**config.mk**
```make
export PLATFORM = sky130hd
export DESIGN_NAME = rgb_to_hsv_pixel
export DESIGN_NICKNAME = d
export VERILOG_FILES = /design/src/hw/rtl/rhp_pkg.sv /design/src/hw/rtl/rhp_div_pipe.sv /design/src/hw/rtl/rgb_to_hsv_pixel.sv
export VERILOG_INCLUDE_DIRS = /design/src /design/src/hw/rtl
export SDC_FILE = /design/constraint.sdc
export NUM_CORES = 2
export LEC_CHECK = 0
export BUFFER_PORTS_ARGS = -buffer_cell sky130_fd_sc_hd__buf_2
export CAP_MARGIN = 5
export CELL_PAD_IN_SITES_DETAIL_PLACEMENT = 1
export CELL_PAD_IN_SITES_GLOBAL_PLACEMENT = 1
export CORE_AREA = 2 2 306 308
export DETAILED_ROUTE_END_ITERATION = 10
export DIE_AREA = 0 0 308 310
export MAX_ROUTING_LAYER = met4
export PLACE_DENSITY = 0.83
export SLEW_MARGIN = 20
export SYNTH_ARGS = -nofsm -noshare
export SYNTH_HDL_FRONTEND = slang
export SYNTH_SLANG_ARGS = --single-unit
```
**constraint.sdc**
```tcl
create_clock -name clk -period 24.5 [get_ports clk]
set_input_delay 7.35 -clock clk [delete_from_list [all_inputs] [get_ports clk]]
set_output_delay 7.35 -clock clk [all_outputs]
set_load 0.02 [all_outputs]
```
**src/hw/rtl/rgb_to_hsv_pixel_assert.svh**
```systemverilog
// Assertion macros for the rgb_to_hsv_pixel RTL, included by rhp_div_pipe.
`ifndef RGB_TO_HSV_PIXEL_ASSERT_SVH
`define RGB_TO_HSV_PIXEL_ASSERT_SVH

// Condition must hold on every clock edge outside reset.
`define RHP_ASSERT_HOLDS(lbl, ck, rst_n, cond, msg) \
	lbl: assert property (@(posedge ck) disable iff (!rst_n) (cond)) else $error(msg);

// Antecedent implies consequent in the same cycle.
`define RHP_ASSERT_IMPLIES(lbl, ck, rst_n, ante, cons, msg) \
	lbl: assert property (@(posedge ck) disable iff (!rst_n) (ante) |-> (cons)) else $error(msg);

`endif

```
**src/hw/rtl/rhp_pkg.sv**
```systemverilog
// Package: default widths for the RGB to HSV pixel converter.
`default_nettype none

package rhp_pkg;

	localparam int CHANNEL_BITS_DEF  = 8;
	localparam int FRACTION_BITS_DEF = 16;

endpackage

`default_nettype wire

```
**src/hw/rtl/rhp_div_pipe.sv**
```systemverilog
// Pipelined restoring dividers for saturation and hue, one quotient bit per stage.
`default_nettype none

`include "rgb_to_hsv_pixel_assert.svh"

module rhp_div_pipe #(
	parameter int CHANNEL_BITS  = rhp_pkg::CHANNEL_BITS_DEF,
	parameter int FRACTION_BITS = rhp_pkg::FRACTION_BITS_DEF
) (
	input  logic                      clk,
	input  logic                      arst_n,
	input  logic                      in_valid,
	output logic                      in_ready,
	input  logic [CHANNEL_BITS-1:0]   sat_num,
	input  logic [CHANNEL_BITS-1:0]   sat_den,
	input  logic [CHANNEL_BITS+3:0]   hue_num,
	input  logic [CHANNEL_BITS+2:0]   hue_den,
	input  logic [CHANNEL_BITS-1:0]   val,
	output logic                      out_valid,
	input  logic                      out_ready,
	output logic [FRACTION_BITS-1:0]  hue,
	output logic [FRACTION_BITS:0]    saturation,
	output logic [CHANNEL_BITS-1:0]   brightness
);
	import rhp_pkg::*;

	localparam int CB = CHANNEL_BITS;
	localparam int FB = FRACTION_BITS;
	// saturation needs FB+1 quotient bits, hue FB; hue skips the first stage
	localparam int NS = FB + 1;
	localparam logic [FB:0] SAT_ONE = {1'b1, {FB{1'b0}}};

	logic [NS-1:0] vld_s;
	logic [NS-1:0] adv;
	logic [CB:0]   srem_s [NS];
	logic [CB-1:0] sden_s [NS];
	logic [FB:0]   squo_s [NS];
	logic [CB+3:0] hrem_s [NS];
	logic [CB+2:0] hden_s [NS];
	logic [FB-1:0] hquo_s [NS];
	logic [CB-1:0] val_s  [NS];

	logic          src_vld  [NS];
	logic [CB:0]   src_srem [NS];
	logic [CB-1:0] src_sden [NS];
	logic [FB:0]   src_squo [NS];
	logic [CB+3:0] src_hrem [NS];
	logic [CB+2:0] src_hden [NS];
	logic [FB-1:0] src_hquo [NS];
	logic [CB-1:0] src_val  [NS];

	logic [CB:0]   ssub [NS];
	logic          sbit [NS];
	logic [CB+3:0] hsub [NS];
	logic          hbit [NS];
	logic [CB:0]   srem_d [NS];
	logic [FB:0]   squo_d [NS];
	logic [CB+3:0] hrem_d [NS];
	logic [FB-1:0] hquo_d [NS];

	always_comb begin
		src_vld[0]  = in_valid;
		src_srem[0] = {1'b0, sat_num};
		src_sden[0] = sat_den;
		src_squo[0] = '0;
		src_hrem[0] = hue_num;
		src_hden[0] = hue_den;
		src_hquo[0] = '0;
		src_val[0]  = val;
		for (int j = 1; j < NS; j++) begin
			src_vld[j]  = vld_s[j-1];
			src_srem[j] = srem_s[j-1];
			src_sden[j] = sden_s[j-1];
			src_squo[j] = squo_s[j-1];
			src_hrem[j] = hrem_s[j-1];
			src_hden[j] = hden_s[j-1];
			src_hquo[j] = hquo_s[j-1];
			src_val[j]  = val_s[j-1];
		end
	end

	// remainder stays below twice the divisor, so one compare/subtract per bit
	always_comb begin
		for (int j = 0; j < NS; j++) begin
			sbit[j]   = (src_srem[j] >= {1'b0, src_sden[j]});
			ssub[j]   = src_srem[j] - {1'b0, src_sden[j]};
			srem_d[j] = sbit[j] ? {ssub[j][CB-1:0], 1'b0} : {src_srem[j][CB-1:0], 1'b0};
			squo_d[j] = {src_squo[j][FB-1:0], sbit[j]};

			hbit[j] = (src_hrem[j] >= {1'b0, src_hden[j]});
			hsub[j] = src_hrem[j] - {1'b0, src_hden[j]};
			if (j == 0) begin
				hrem_d[j] = src_hrem[j];
				hquo_d[j] = src_hquo[j];
			end else begin
				hrem_d[j] = hbit[j] ? {hsub[j][CB+2:0], 1'b0}
				                    : {src_hrem[j][CB+2:0], 1'b0};
				hquo_d[j] = {src_hquo[j][FB-2:0], hbit[j]};
			end
		end
	end

	// a stage loads when it is empty or its successor moves
	always_comb begin
		adv[NS-1] = !vld_s[NS-1] || out_ready;
		for (int j = NS - 2; j >= 0; j--) begin
			adv[j] = !vld_s[j] || adv[j+1];
		end
	end

	always_ff @(posedge clk or negedge arst_n) begin
		if (!arst_n) begin
			vld_s <= '0;
		end else begin
			for (int j = 0; j < NS; j++) begin
				if (adv[j]) begin
					vld_s[j] <= src_vld[j];
				end
			end
		end
	end

	always_ff @(posedge clk) begin
		for (int j = 0; j < NS; j++) begin
			if (adv[j]) begin
				srem_s[j] <= srem_d[j];
				sden_s[j] <= src_sden[j];
				squo_s[j] <= squo_d[j];
				hrem_s[j] <= hrem_d[j];
				hden_s[j] <= src_hden[j];
				hquo_s[j] <= hquo_d[j];
				val_s[j]  <= src_val[j];
			end
		end
	end

	assign in_ready   = adv[0];
	assign out_valid  = vld_s[NS-1];
	assign hue        = hquo_s[NS-1];
	assign saturation = squo_s[NS-1];
	assign brightness = val_s[NS-1];

	`RHP_ASSERT_IMPLIES(a_sat_range, clk, arst_n, out_valid, saturation <= SAT_ONE, "saturation above one")
	`RHP_ASSERT_IMPLIES(a_grey_hue, clk, arst_n, out_valid && (saturation == '0), hue == '0, "grey word with nonzero hue")
	`RHP_ASSERT_IMPLIES(a_full_stall, clk, arst_n, !in_ready, &vld_s, "input stalled with a bubble in the pipe")

endmodule

`default_nettype wire

```
**src/hw/rtl/rgb_to_hsv_pixel.sv**
```systemverilog
// RGB to HSV pixel converter: top level with the min/max front stage.
`default_nettype none

// Converts one RGB pixel per clock to hue, saturation and value. Each word
// passes through the pipe in order: one front stage finds the max,
// min, chroma and hue sector numerator, then FRACTION_BITS+1 stages each
// retire one quotient bit of the saturation divider and, from the second of
// them on, one bit of the hue divider. A new word is taken every cycle;
// throughput drops only while out_ready is low, and each stage holds its
// word until the next stage frees, so bubbles are squeezed out.
module rgb_to_hsv_pixel #(
	parameter int CHANNEL_BITS  = rhp_pkg::CHANNEL_BITS_DEF,
	parameter int FRACTION_BITS = rhp_pkg::FRACTION_BITS_DEF
) (
	input  logic                      clk,
	input  logic                      arst_n,
	input  logic                      in_valid,
	output logic                      in_ready,
	input  logic [CHANNEL_BITS-1:0]   red,
	input  logic [CHANNEL_BITS-1:0]   green,
	input  logic [CHANNEL_BITS-1:0]   blue,
	output logic                      out_valid,
	input  logic                      out_ready,
	output logic [FRACTION_BITS-1:0]  hue,
	output logic [FRACTION_BITS:0]    saturation,
	output logic [CHANNEL_BITS-1:0]   brightness
);
	import rhp_pkg::*;

	localparam int CB = CHANNEL_BITS;

	logic [CB-1:0] vmax;
	logic [CB-1:0] vmin;
	logic [CB-1:0] chroma;
	logic [CB+3:0] r_w;
	logic [CB+3:0] g_w;
	logic [CB+3:0] b_w;
	logic [CB+3:0] c_w;
	logic [CB+3:0] c6;
	logic [CB+3:0] numer;
	logic [CB-1:0] sden;
	logic [CB+2:0] hden;

	logic          vld_s1;
	logic [CB-1:0] val_s1;
	logic [CB-1:0] snum_s1;
	logic [CB-1:0] sden_s1;
	logic [CB+3:0] hnum_s1;
	logic [CB+2:0] hden_s1;
	logic          core_ready;
	logic          load_s1;

	always_comb begin
		vmax = (red > green) ? red : green;
		vmax = (vmax > blue) ? vmax : blue;
		vmin = (red < green) ? red : green;
		vmin = (vmin < blue) ? vmin : blue;
		chroma = vmax - vmin;
		r_w = {4'b0, red};
		g_w = {4'b0, green};
		b_w = {4'b0, blue};
		c_w = {4'b0, chroma};
		c6  = (c_w << 2) + (c_w << 1);
		// sector numerator, already wrapped into [0, 6C)
		if (red == vmax) begin
			numer = (green >= blue) ? (g_w - b_w) : (c6 - (b_w - g_w));
		end else if (green == vmax) begin
			numer = b_w + (c_w << 1) - r_w;
		end else begin
			numer = r_w + (c_w << 2) - g_w;
		end
		// zero divisors become one; their numerators are zero then
		sden = (vmax == '0) ? CB'(1) : vmax;
		hden = (chroma == '0) ? (CB+3)'(1) : c6[CB+2:0];
	end

	assign load_s1  = !vld_s1 || core_ready;
	assign in_ready = load_s1;

	always_ff @(posedge clk or negedge arst_n) begin
		if (!arst_n) begin
			vld_s1 <= 1'b0;
		end else if (load_s1) begin
			vld_s1 <= in_valid;
		end
	end

	always_ff @(posedge clk) begin
		if (load_s1) begin
			val_s1  <= vmax;
			snum_s1 <= chroma;
			sden_s1 <= sden;
			hnum_s1 <= {numer[CB+2:0], 1'b0};
			hden_s1 <= hden;
		end
	end

	rhp_div_pipe #(
		.CHANNEL_BITS  (CHANNEL_BITS),
		.FRACTION_BITS (FRACTION_BITS)
	) u_div (
		.clk        (clk),
		.arst_n     (arst_n),
		.in_valid   (vld_s1),
		.in_ready   (core_ready),
		.sat_num    (snum_s1),
		.sat_den    (sden_s1),
		.hue_num    (hnum_s1),
		.hue_den    (hden_s1),
		.val        (val_s1),
		.out_valid  (out_valid),
		.out_ready  (out_ready),
		.hue        (hue),
		.saturation (saturation),
		.brightness (brightness)
	);

endmodule

`default_nettype wire

```
# [After elaboration in Yosys (flattened, before gate mapping)]
# Memory sizes are Yosys's and may differ from the RTL's.
# Index checks and enable logic that the tools add are counted.
[classes] n_addsub=42 mul=0 n_div=0 magnitude_cmp=38 eq_ne=2 shift=0 mux=74 bitwise=0 n_reduce_logical=38
[op_table] operator="$ge A12 B11 Y1" n=16
[op_table] operator="$mux W12" n=16
[op_table] operator="$sub A11 B11 Y11" n=17
[op_table] operator="$mux W9" n=17
[op_table] operator="$ge A9 B8 Y1" n=16
[op_table] operator="$sub A8 B8 Y8" n=18
[op_table] operator="$mux W1" n=34
[op_table] operator="$mux W11" n=3
[op_table] operator="$mux W8" n=4
[op_table] operator="$logic_not A1 Y1" n=18
[op_table] operator="$logic_or A1 B1 Y1" n=18
[op_table] operator="$sub A8 B8 Y9" n=2
[op_table] operator="$eq A8 B8 Y1" n=2
[op_table] operator="$ge A8 B8 Y1" n=2
[op_table] operator="$gt A8 B8 Y1" n=2
[op_table] operator="$logic_not A8 Y1" n=2
[op_table] operator="$lt A8 B8 Y1" n=2
[op_table] operator="$add A10 B9 Y11" n=1
[op_table] operator="$add A8 B10 Y11" n=1
[op_table] operator="$sub A10 B8 Y11" n=1
[op_table] operator="$sub A11 B8 Y11" n=1
[op_table] operator="$add A8 B9 Y10" n=1
[totals] regBits=64 latch_bits=0 ramBits=1377 romBits=0 in_bits=28 output_inout_bits=43 elab_cells=224 n_memories=7
[memory_table] name="u_div.squo_s" words=17 width=17 read_ports=17 rd_clocked_by_memory_dff=0 write_ports=17 line_no="rhp_div_pipe.sv:37" source="logic [FB:0] squo_s [NS];"
[memory_table] name="u_div.hquo_s" words=17 width=16 read_ports=17 rd_clocked_by_memory_dff=0 write_ports=17 line_no="rhp_div_pipe.sv:40" source="logic [FB-1:0] hquo_s [NS];"
[memory_table] name="u_div.hrem_s" words=17 width=12 read_ports=16 rd_clocked_by_memory_dff=0 write_ports=17 line_no="rhp_div_pipe.sv:38" source="logic [CB+3:0] hrem_s [NS];"
[memory_table] name="u_div.hden_s" words=17 width=11 read_ports=16 rd_clocked_by_memory_dff=0 write_ports=17 line_no="rhp_div_pipe.sv:39" source="logic [CB+2:0] hden_s [NS];"
[memory_table] name="u_div.srem_s" words=17 width=9 read_ports=16 rd_clocked_by_memory_dff=0 write_ports=17 line_no="rhp_div_pipe.sv:35" source="logic [CB:0] srem_s [NS];"
[memory_table] name="u_div.sden_s" words=17 width=8 read_ports=16 rd_clocked_by_memory_dff=0 write_ports=17 line_no="rhp_div_pipe.sv:36" source="logic [CB-1:0] sden_s [NS];"
[memory_table] name="+1 memories"

# [Depth between registers and ports, before layout]
[depth] word_depth=20 ltp_mapped=38

# [Hierarchy]
# A second synthesis with hierarchy kept.
[unflattened] hier_cells=4227 area_unflattened_um2=55261.8
[modules_own_cells] mod="rhp_div_pipe" instances=1 cells_per_inst=3539 area_each_um2=49216.0
[modules_own_cells] mod="rgb_to_hsv_pixel" instances=1 cells_per_inst=688 area_each_um2=6045.8

# [Worst setup path after synthesis]
# No wires, ideal clock.
[synth_timing] kind="input-to-output" from="input out_ready" to="output in_ready" arrival_ps=13399 setup_slack_ps=3751 cell_stages=11 path_cell_list="nor2b_1 nand2_1 nor2_1 and2_1 and3_1 and3_1 and3_1 and2_1 nand3_1 nor2_1 nand3_1"
[synth_via] elab_chain_cells=18
[synth_rtl] element="start, declared" line_no="rgb_to_hsv_pixel.sv:23" source="input logic out_ready,"
[synth_rtl] element="$logic_or A1 B1 Y1" line_no="rhp_div_pipe.sv:105" source="adv[NS-1] = !vld_s[NS-1] || out_ready;"
[synth_rtl] element="$logic_or A1 B1 Y1" line_no="rhp_div_pipe.sv:107" source="adv[j] = !vld_s[j] || adv[j+1];"
[synth_rtl] element="net u_div.adv[15]" line_no="rhp_div_pipe.sv:34" source="logic [NS-1:0] adv;"
[synth_rtl] element="$logic_or A1 B1 Y1 (13 in series)" line_no="rhp_div_pipe.sv:107"
[synth_rtl] element="net u_div.adv[2]" line_no="rhp_div_pipe.sv:34"
[synth_rtl] element="$logic_or A1 B1 Y1 (2 in series)" line_no="rhp_div_pipe.sv:107"
[synth_rtl] element="$logic_or A1 B1 Y1" line_no="rgb_to_hsv_pixel.sv:77" source="assign load_s1 = !vld_s1 || core_ready;"
[synth_rtl] element="end, declared" line_no="rgb_to_hsv_pixel.sv:18" source="output logic in_ready,"
# The timed path passes the listed nets, and every way through them passes these cells.

# [Worst setup path in the final report]
# Same ends and word-level chain as after synthesis.

==> report_table.html <==
<table>
<tr><th>Metric</th><th>Value</th></tr>
<tr><th colspan="2">Critical path</th></tr>
<tr><td>Arr. time, crit path</td><td>11.79 ns</td></tr>
<tr><td>Worst path top cell family by delay</td><td>simple AND/OR/NAND/NOR gates</td></tr>
<tr><td>Data required time of the worst path</td><td>roughly 17 ns</td></tr>
<tr><td>Cell Chain, Critical Path</td><td>buf_2 &gt; nor2b_1 &gt; nand2_4 &gt; nor2_1 &gt; and2_1 &gt; and3_1 &gt; and3_1 &gt; and3_1 &gt; and2_1 &gt; nand3_2 &gt; buf_4 &gt; nor2_1 &gt; nand3_2 &gt; buf_2</td></tr>
<tr><td>Most frequent cell on the critical path</td><td>and3_1</td></tr>
<tr><td>Critical Path Max Stage Delay</td><td>around 0.66 ns</td></tr>
<tr><td>Type of element launching the critical path</td><td>primary input</td></tr>
<tr><td>Critical path's slowest cell</td><td>nand2_4</td></tr>
<tr><td>Worst setup path class</td><td>primary input to output pin</td></tr>
<tr><td>Crit path buf inv count</td><td>3</td></tr>
<tr><td>Category of the worst setup path capture point</td><td>output pin</td></tr>
<tr><td>Max FO, Critical Path</td><td>79</td></tr>
<tr><th colspan="2">Global routing</th></tr>
<tr><td>First-pass GRT wire length</td><td>181000 µm</td></tr>
<tr><td>Maximum number of pins on one net before global-route repair</td><td>80</td></tr>
<tr><td>Total routing resource utilization after global routing</td><td>24.9%</td></tr>
<tr><td>GRT Residual Overflow</td><td>0</td></tr>
<tr><td>Vias in the first global route</td><td>34600</td></tr>
<tr><td>Antenna violations before repair</td><td>1</td></tr>
<tr><th colspan="2">STA</th></tr>
<tr><td>Post-route fraction of the period consumed by the critical path</td><td>78.1%</td></tr>
<tr><td>Unrepaired setup endpoints after global routing</td><td>no</td></tr>
<tr><td>Final setup slack of the worst path</td><td>between 5 and 6 ns</td></tr>
<tr><td>Total Neg Setup Slack</td><td>0 ns</td></tr>
<tr><td>Max-slew headroom</td><td>between 30% and 40%</td></tr>
<tr><td>Final worst clock skew</td><td>0.0237 ns</td></tr>
<tr><td>Upper clock frequency limit</td><td>0.0522 GHz</td></tr>
<tr><td>Total count of max-transition violations in the final report</td><td>0</td></tr>
<tr><td>Worst Max-Slew Pin Slew</td><td>1.02 ns</td></tr>
<tr><td>Post-layout min period</td><td>19.14 ns</td></tr>
<tr><td>Endpoints failing setup</td><td>0</td></tr>
<tr><td>Final Hold Viols</td><td>0</td></tr>
<tr><th colspan="2">Layout</th></tr>
<tr><td>Net count, final</td><td>4651</td></tr>
<tr><td>Layout overhead on the synthesized area</td><td>10.8%</td></tr>
<tr><td>Number of fill cells in the layout</td><td>8983</td></tr>
<tr><td>Fraction of final layout cells with drive strength greater than 1</td><td>7.78%</td></tr>
<tr><td>ANT cells</td><td>0</td></tr>
<tr><th colspan="2">Clock tree</th></tr>
<tr><td>Total CTS buffers</td><td>110</td></tr>
<tr><td>Clock tree root driver cell</td><td>clkbuf_16</td></tr>
<tr><td>Buffers from clock root to sink, at most</td><td>3</td></tr>
<tr><td>Reg clk slew, reported paths</td><td>~0.06 ns</td></tr>
<tr><td>Count of hold-fix buffers inserted at cts</td><td>0</td></tr>
<tr><td>Number of sinks on the clock net</td><td>1097</td></tr>
<tr><td>Latest clock arrival within the worst-skew pair</td><td>0.70 ns</td></tr>
<tr><td>H-tree lvl count</td><td>3</td></tr>
<tr><td>Resize count post-CTS</td><td>0</td></tr>
<tr><td>CTS tree</td><td>yes</td></tr>
<tr><td>Post-CTS setup-driven buffer insertion count</td><td>0</td></tr>
<tr><th colspan="2">Synthesis</th></tr>
<tr><td>Yosys cell types</td><td>75</td></tr>
<tr><td>Top cells by area in the synthesized netlist</td><td>edfxtp_1, ha_1, inv_1</td></tr>
<tr><td>Async set or reset register ratio after synthesis</td><td>~1.6%</td></tr>
<tr><td>Share of the yosys chip area belonging to registers</td><td>62.9%</td></tr>
<tr><td>EDFF count, synth</td><td>approximately 1100</td></tr>
<tr><td>Syn avg cell area</td><td>around 13 µm²</td></tr>
<tr><td>Top cells by instance count after synthesis</td><td>edfxtp_1, inv_1, ha_1, o21ai_0, nand2_1</td></tr>
<tr><td>Fraction of post-synthesis cell area in the top cell type by area</td><td>between 60% and 70%</td></tr>
<tr><td>Post-synth design cell area</td><td>around 52000 µm²</td></tr>
<tr><td>Net count after synthesis</td><td>4491</td></tr>
<tr><td>Most common cell in the synthesized netlist</td><td>edfxtp_1</td></tr>
<tr><td>Area leader, netlist</td><td>edfxtp_1</td></tr>
<tr><td>Syn. warnings</td><td>0</td></tr>
<tr><td>Synthesis-stage register bit count</td><td>1097</td></tr>
<tr><td>Synth Instances</td><td>4017</td></tr>
<tr><td>Post-synth top flop</td><td>edfxtp_1</td></tr>
<tr><th colspan="2">Detailed routing</th></tr>
<tr><td>Detailed-route via count</td><td>30900</td></tr>
<tr><td>Routed Wire Length</td><td>114000 µm</td></tr>
<tr><td>Average wire per standard cell</td><td>20.9 µm</td></tr>
<tr><td>Initial detailed-routing violation count</td><td>~1700</td></tr>
<tr><td>Drt first pass iters</td><td>6</td></tr>
<tr><td>Average vias per placed instance</td><td>5.66</td></tr>
<tr><td>Detailed-route DRC error count</td><td>0</td></tr>
<tr><td>Post-DRT Antenna Nets</td><td>0</td></tr>
<tr><th colspan="2">Placement</th></tr>
<tr><td>Worst setup slack after placement</td><td>5.44 ns</td></tr>
<tr><td>Gp weighted congestion</td><td>between 0.9 and 1</td></tr>
<tr><td>Detailed placement HPWL</td><td>slightly above 80000 µm</td></tr>
<tr><td>Quantity of I/O buffers inserted on ports</td><td>70</td></tr>
<tr><th colspan="2">Floorplanning</th></tr>
<tr><td>Core box area</td><td>92500 µm²</td></tr>
<tr><td>Vert. Die Dim</td><td>310 µm</td></tr>
<tr><td>Number of primary I/O pins</td><td>71</td></tr>
<tr><td>Initial Util</td><td>between 50 and 60%</td></tr>
<tr><td>Total Die Area</td><td>between 90000 and 100000 µm²</td></tr>
<tr><td>Number of placement rows</td><td>about 110</td></tr>
<tr><td>Overall die width</td><td>308 µm</td></tr>
<tr><th colspan="2">Min path</th></tr>
<tr><td>Worst hold-check path type</td><td>register to register</td></tr>
<tr><th colspan="2">Run status</th></tr>
<tr><td>Outcome</td><td>finished clean</td></tr>
<tr><th colspan="2">Flow run</th></tr>
<tr><td>Count of max-cap constraint violations</td><td>0</td></tr>
</table>
[flip-flops by register name (all words and copies together), names as in the netlist, 11 cells and up]
register      flops
u_div.sden_s    128
u_div.squo_s    153
u_div.vld_s      17
u_div.hrem_s    176
u_div.hden_s    176
u_div.val_s     136
hnum_s1          11
u_div.srem_s    128
u_div.hquo_s    136
hden_s1          11
[worst register-to-register path: stages, from the launching register on]
cell and delay, ns:
dfrtp_1 0.35, nor2b_1 0.51, nand2_4 0.66, nor2_1 0.54
and2_1 0.28, and3_1 0.28, and3_1 0.30, and3_1 0.24
and2_1 0.23, nand3_2 0.10, buf_4 0.35, nor2_1 0.45
clkinv_2 0.84
[cell families (layout without fill, tap and decap cells)]
family                     count (synthesis)  after routing  synth area share [%]
muxes                                     30             30                 0.628
and+or+nand+nor                          922            922                  8.61
DFF                                     1097           1097                  62.9
buffers and inverters                    582            832                  4.22
AOI/OAI and AO/OA                        784            784                  9.52
xor gates and xnor gates                 155            155                  2.68
adders and majority gates                447            447                  11.5
[layout make-up]
class,count,area [µm²],share of cell area [%]
clock buffer,123,2810,4.86
clock inverter,79,857,1.48
inverter,525,1970,3.41
multi-input combinational,2338,17200,29.8
sequential,1097,32900,56.8
tap,1197,1500,2.59
timing repair buffer,105,626,1.08
[worst paths after layout]
kind | startpoint | endpoint | slack [ns] | depth (start not counted)
max | out_ready | in_ready | 5.36 | 14
min | u_div.val_s[0][42] | u_div.val_s[0][50] | 0.42 | 0
max reg2reg | u_div.vld_s[16] | u_div.sden_s[0][8] | 18.77 | 12
min reg2reg | u_div.val_s[0][42] | u_div.val_s[0][50] | 0.42 | 0
max in group asynchronous | arst_n | u_div.vld_s[0] | 17.43 | 1
min in group asynchronous | arst_n | u_div.vld_s[14] | 6.66 | 1
[layer usage]
layer	up-vias	wire length, µm	track usage, %
met5	-	0	-
met4	0	4000	9.30
met3	279	3410	2.92
met2	534	63300	48.1
met1	15400	43300	25.6
li1	14700	-	-
[stage by stage]
step,utilization [%],instances,area [µm²],hold WS [ns]
CTS,62.5,5463,57800,0.418
finish,62.6,5464,57900,0.416
detailed placement,58.6,5261,54200,0.406
floorplan,-,4017,52200,0.400
global route,62.6,5464,57900,0.422
global placement,58.6,5261,54200,0.400
[placed cells by master (no fill, tap or decap), types with 70 or more instances in the layout]
| master | netlist | final |
|---|---|---|
| a21oi_1 | 91 | 91 |
| clkbuf_16 | 0 | 110 |
| nor2b_1 | 83 | 82 |
| o31ai_1 | 120 | 120 |
| buf_2 | 0 | 70 |
| and2_1 | 77 | 77 |
| edfxtp_1 | 1079 | 1079 |
| xnor2_1 | 79 | 79 |
| nor2_1 | 211 | 211 |
| o21ai_0 | 345 | 345 |
| a21o_1 | 108 | 108 |
| inv_1 | 524 | 517 |
| xor2_1 | 72 | 72 |
| ha_1 | 394 | 394 |
| nand2_1 | 307 | 301 |
| nand2b_1 | 100 | 100 |
Power is not shown: default switching activity piles up to over one toggle a cycle in this logic, so the estimate is an artifact.
